$ cat config.mk
export PLATFORM = sky130hd
export DESIGN_NAME = sem_isqrt
export DESIGN_NICKNAME = d
export VERILOG_FILES = /design/src/rtl/seam_energy_map_assert.svh /design/src/rtl/sem_pkg.sv /design/src/rtl/sem_isqrt.sv
export SDC_FILE = /design/constraint.sdc
export NUM_CORES = 1
export LEC_CHECK = 0
export BUFFER_PORTS_ARGS = -buffer_cell sky130_fd_sc_hd__buf_2
export CORE_ASPECT_RATIO = 1.2
export CORE_MARGIN = 10
export CORE_UTILIZATION = 49
export CTS_CLUSTER_SIZE = 14
export DETAILED_ROUTE_END_ITERATION = 7
export PLACE_DENSITY = 0.7
export SETUP_SLACK_MARGIN = 0.02
export SYNTH_ARGS = -nofsm -noshare
export SYNTH_HDL_FRONTEND = slang
export SYNTH_SLANG_ARGS = --single-unit
$ cat constraint.sdc
create_clock -name clk -period 5.7 [get_ports clk]
set_input_delay 1.14 -clock clk [delete_from_list [all_inputs] [get_ports clk]]
set_output_delay 1.14 -clock clk [all_outputs]
set_load 0.03 [all_outputs]
$ cat src/rtl/seam_energy_map_assert.svh
// assertion macros shared by the seam energy map rtl
`ifndef SEAM_ENERGY_MAP_ASSERT_SVH
`define SEAM_ENERGY_MAP_ASSERT_SVH

// same-cycle implication, checked out of reset
`define SEM_ASSERT_IMP(lbl, ante, cons, msg) \
  lbl: assert property (@(posedge clk) disable iff (!rst_n) (ante) |-> (cons)) \
    else $error(msg);

// next-cycle implication, checked out of reset
`define SEM_ASSERT_NXT(lbl, ante, cons, msg) \
  lbl: assert property (@(posedge clk) disable iff (!rst_n) (ante) |=> (cons)) \
    else $error(msg);

`endif

$ cat src/rtl/sem_pkg.sv
// shared types and constants of the seam energy map
package sem_pkg;

  localparam int CFG_IDX_W = 2;
  localparam int CFG_DAT_W = 11;

  localparam logic [CFG_IDX_W-1:0] REG_IMAGE_WIDTH  = 2'd0;
  localparam logic [CFG_IDX_W-1:0] REG_IMAGE_HEIGHT = 2'd1;

  localparam int LUMA_W   = 18;
  localparam int GRAD_W   = 21;
  localparam int ENERGY_W = 31;
  localparam int COORD_W  = 10;
  localparam int PIXEL_W  = 32;
  localparam int MAG_W    = 20;
  localparam int SOB_W    = 23;
  localparam int RAD_W    = 42;

  localparam logic [9:0] LUMA_R = 10'd299;
  localparam logic [9:0] LUMA_G = 10'd587;
  localparam logic [9:0] LUMA_B = 10'd114;

  localparam logic [ENERGY_W-1:0] ENERGY_SAT = {ENERGY_W{1'b1}};

endpackage

$ cat src/rtl/sem_isqrt.sv
// iterative integer square root, two radicand bits per cycle
module sem_isqrt (
  input  logic                       clk,
  input  logic                       rst_n,
  input  logic                       start,
  input  logic [sem_pkg::RAD_W-1:0]  radicand,
  output logic                       done,
  output logic [sem_pkg::GRAD_W-1:0] root
);
  import sem_pkg::*;

  localparam int REM_W = GRAD_W + 3;
  localparam int CNT_W = $clog2(GRAD_W + 1);

  logic [RAD_W-1:0]  rad_r;
  logic [REM_W-1:0]  rem_r;
  logic [GRAD_W-1:0] root_r;
  logic [CNT_W-1:0]  cnt_r;
  logic              busy_r;
  logic              done_r;
  logic [REM_W-1:0]  rem_sh;
  logic [REM_W-1:0]  trial;

  assign rem_sh = {rem_r[REM_W-3:0], rad_r[RAD_W-1 -: 2]};
  assign trial  = REM_W'({root_r, 2'b01});

  always_ff @(posedge clk) begin
    if (!rst_n) begin
      busy_r <= 1'b0;
      done_r <= 1'b0;
      cnt_r  <= '0;
    end else begin
      done_r <= 1'b0;
      if (start) begin
        busy_r <= 1'b1;
        cnt_r  <= CNT_W'(GRAD_W);
      end else if (busy_r) begin
        cnt_r <= cnt_r - 1'b1;
        if (cnt_r == CNT_W'(1)) begin
          busy_r <= 1'b0;
          done_r <= 1'b1;
        end
      end
    end
  end

  always_ff @(posedge clk) begin
    if (start) begin
      rad_r  <= radicand;
      rem_r  <= '0;
      root_r <= '0;
    end else if (busy_r) begin
      rad_r <= {rad_r[RAD_W-3:0], 2'b00};
      if (rem_sh >= trial) begin
        rem_r  <= rem_sh - trial;
        root_r <= {root_r[GRAD_W-2:0], 1'b1};
      end else begin
        rem_r  <= rem_sh;
        root_r <= {root_r[GRAD_W-2:0], 1'b0};
      end
    end
  end

  assign done = done_r;
  assign root = root_r;

endmodule

# After elaboration in Yosys (flattened, before gate mapping)
# Index checks and enable logic that the tools add are counted.
# Widths: inputs -> output; s select.
word_totals:
  reg_bits: 92
  latch_bits: 0
  mem_bits_rw: 0
  rom_bits: 0
  in_bits: 45
  out_inout_bits: 22
  memories: 0
classes:
  n_addsub: 2
  mul: 0
  n_div: 0
  order_cmp: 1
  n_eq_ne: 1
  shift: 0
  muxes: 10
  bitwise: 2
  n_reduce_logical: 3
ops:
  columns: ["op", "n"]
  rows:
  - ["$mux 42", 2]
  - ["$ge 24x23->1", 1]
  - ["$mux 22", 1]
  - ["$sub 22x22->22", 1]
  - ["$mux 5", 2]
  - ["$eq 5x1->1 const B", 1]
  - ["$mux 1", 5]
  - ["$sub 5x1->5 const B", 1]
  - ["$reduce_or 3->1", 1]
  - ["$not 1->1", 2]
  - ["$reduce_bool 2->1", 1]
  - ["$reduce_or 2->1", 1]

# Logic depth before layout (Yosys ltp)
depth:
  ltp_word: 4
  depth_mapped: 11

# Least setup slack after synthesis
# OpenSTA, ideal clock, no wires.
synth_timing:
  path_kind: "input-to-reg"
  start: "in start"
  end: "reg rad_r[0], enable pin"
  t_arrival_ps: 2539
  required_time_ps: 5304
  path_slack_ps: 2765
  stages: 4
  n_path_buf: 2
  path_cell_list: "clkbuf_1 -> nor2_1 -> clkbuf_1 -> inv_1"
synth_between:
  elab_chain_cells: 1
synth_rtl:
  columns: ["element", "line", "text"]
  rows:
  - ["start: declaration", "sem_isqrt.sv:5", "input logic start,"]
  - ["$reduce_bool 2->1 (no source line)", null, null]
  - ["end signal: assignment", "sem_isqrt.sv:49", "rad_r <= radicand;"]
  - ["end signal: assignment", "sem_isqrt.sv:53", "rad_r <= {rad_r[RAD_W-3:0], 2'b00};"]
  - ["end: declaration", "sem_isqrt.sv:15", "logic [RAD_W-1:0] rad_r;"]
# No other way between the ends.
# A chain may end at the register's enable or synchronous reset.

# Worst setup path in the final report
layout_timing:
  start: "reg root_r[19], in the netlist root[19]"
  end: "reg rem_r[4]"
layout_between:
  elab_chain_cells: 2
layout_rtl:
  columns: ["element", "line", "text"]
  rows:
  - ["start: declaration", "sem_isqrt.sv:17", "logic [GRAD_W-1:0] root_r;"]
  - ["start signal: assignment", "sem_isqrt.sv:56", "root_r <= {root_r[GRAD_W-2:0], 1'b1};"]
  - ["start signal: assignment", "sem_isqrt.sv:59", "root_r <= {root_r[GRAD_W-2:0], 1'b0};"]
  - ["$ge 24x23->1", "sem_isqrt.sv:54", "if (rem_sh >= trial) begin"]
  - ["$mux 22", "sem_isqrt.sv:54", null]
  - ["end signal: assignment", "sem_isqrt.sv:55", "rem_r <= rem_sh - trial;"]
  - ["end signal: assignment", "sem_isqrt.sv:58", "rem_r <= rem_sh;"]
  - ["end: declaration", "sem_isqrt.sv:16", "logic [REM_W-1:0] rem_r;"]
# No other way between the ends.

==> flow_summary.ini <==
[detailed_routing]
drt-vias-per-instance = 5.466
m1WireLength_um = 4569
routedWlPerCell_um = 15.63
met3WireLength_um = 597
first_pass_iters = 4
top_layer = met4
drc_errors = 0
routed_wl_um = 10470
vias = 3662
antenna_left = 0
wl_met2_um = 5101
drt_iter0_markers = 212

[clock_tree]
h-tree-depth = 3
clkSinkCount = 92
post-cts-setup-buffer-count = 0
ctsResizeCount = 0
postCtsHoldBufs = 0
cts.path.max_buffers = 2
numCtsBuffers = 9
clkTransAtPathRegs_ps = 70
clk_latency_ps = 340
root_buffer = clkbuf_16
tritoncts = done

[critical_path]
slowest_stage = or4_4
cp_slowest_stage_delay_ps = 600
crit_path_frequent_cell = a211oi_1
r2r_start = root[19]
crit_fanout = 20
required_ps = 5950
rr_worst_depth = 9
end_kind = register
criticalPathCategory = register to register
ff2ff_setup_slack_ps = 2770
worstPathCellList = inv_1 > ha_1 > a21o_1 > a211oi_1 > o2111ai_1 > or4_4 > and2_4 > mux2i_1 > a211oi_1
cp.buffers_inverters = 1
crit_family = compound AO/OA/AOI/OAI gates
r2r-end = rem_r[4]
crit_arrival_ps = 3180
cp-start-kind = register

[worst_hold_path]
hp-class = register to register
hp-start = rem_r[20]
holdPathEnd = rem_r[20]
holdPathStages = 2

[synth]
synth_cells = 477
synth_common_cells = 50 x dfxtp_1, 49 x nor2_1, 42 x edfxtp_1
ys_ff_latch = 92
syn_avg_cell_area_um2 = 10.35
synth_edf_count = 42
yosys.cell_types.count = 48
ys.flop_type = dfxtp_1
netlist.area_leader.share = 0.2556
syn_nets = 547
ys_top_cells_by_area = edfxtp_1 26%, dfxtp_1 20%, mux2_2 9.1%
synth_top_area_cell = edfxtp_1
synth_most_common_cell = dfxtp_1
ys_seq_area_frac = 0.4584
yosysWarningCount = 0
async_flop_share = 0
syn_area_um2 = 4935

[floorplan]
coreArea_um2 = 9910
die_h_um = 129.9
die_area_um2 = 14500
die_w_um = 111.6
initial_utilization = 0.4980
row_count = 40
io_pins = 67

[layout]
multi_input_area_um2 = 2457
nFillCells = 879
ff_latch_area_um2 = 2263
final-instance-count-excl-fill = 670
antenna-diode-count = 0
design_area_um2 = 5674
nNetsFinal = 609
drive_gt1_frac = 0.2426
area_growth_syn_to_layout_pct = 14.98

[place]
port_buffers = 66
place_congestion = 0.9187
postPlaceCellArea_um2 = 5366
hpwl_um = 7790
dp.cells = 654

[timing]
post-route-period-util = 0.5137
finalHoldViolCount = 0
setup_viol = 0
tns_ps = 0
grt_setup_unrepaired = false
slew_violations = 0
tightest_slew_ps = 591.4
fmax_mhz = 341.5
slew_headroom = 0.6057
finalCriticalPeriod_ps = 2928
finClkSkew_ps = 7.856

[grt]
antenna_found_initial = 0
grt.overflow.total = 0
grt_use_total = 0.1507
grt_pass1_wl_um = 18210
grt_max_degree = 55
grt_pass1_vias = 3792

[power]
leakagePower_nw = 2.338
total_power_w = 0.003191
powerDensity_nw_per_um2 = 562.3
ir_worst_vdd_mv = 0.3296

[flow_run]
drv_cap = 0

[run_status]
status = completed
cells by family (layout without fill, tap and decap cells):
kind of cell	after synthesis	after routing	synth area share
xor+xnor	22	22	0.03905
compound gates	100	100	0.1321
fa+ha+maj	25	25	0.06339
flops	92	92	0.4584
buf+inv	53	120	0.04361
simple gates	112	112	0.1052
mux	73	73	0.1582
registers in the layout (all words and copies together) (netlist names):
register and cells:
rad_r 42, rem_r 22, root 21, cnt_r 5, busy_r 1, done 1
layout make-up:
| type | instances | area share |
|---|---|---|
| Timing Repair Buffer | 70 | 0.06351 |
| Clock inverter | 7 | 0.01455 |
| Tap cell | 126 | 0.02778 |
| Sequential cell | 92 | 0.3989 |
| Multi-Input combinational cell | 332 | 0.4331 |
| Inverter | 34 | 0.02249 |
| Clock buffer | 9 | 0.03969 |
through the flow:
stage          hold slack [ps]  setup WS (ps)    util
6_report                 498.0           2772  0.5726
5_1_grt                  527.1           2474  0.5726
4_1_cts                  500.8           2785  0.5726
3_5_place_dp             491.1           2613  0.5415
2_1_floorplan            444.4           2765       -
3_3_place_gp             486.3           2647  0.5415
worst max-delay path by stage:
stage,to,start,cells after the start
2_1_floorplan,rad_r[0],start,4
3_3_place_gp,rem_r[20],start,7
3_5_place_dp,rem_r[20],start,7
4_1_cts,rem_r[4],root[19],9
5_1_grt,rem_r[9],root[19],9
6_report,rem_r[4],root[19],9
where the power goes:
group          total [W]  switching [W]  internal, W  leakage, nW
sequential      0.000872      0.0000766     0.000796        0.831
clock           0.000609       0.000262     0.000347        0.145
combinational    0.00171       0.000970     0.000740         1.36
placed cells by master, fill, tap and decap left out, types with 14 or more instances in the layout:
cell,n
o21ai_0,21
inv_1,34
a21oi_1,22
mux2i_1,33
dfxtp_1,49
mux2_2,40
edfxtp_1,42
ha_1,25
buf_2,66
nor2_1,49
xnor2_1,14
nand2_1,29
a211oi_1,16
routing by layer:
layer / GRT usage / up-vias
met1: 0.1751 / 1723
li1: - / 1852
met3: 0.04867 / 17
met5: 0 / -
met2: 0.2530 / 70
met4: 0.06056 / 0
tightest hold or removal path: stages (launching register included):
cell      delay, ps
dfxtp_1         320
nand2_1          50
o211ai_1         80
Note: power is estimated with default switching activity, not from simulation.
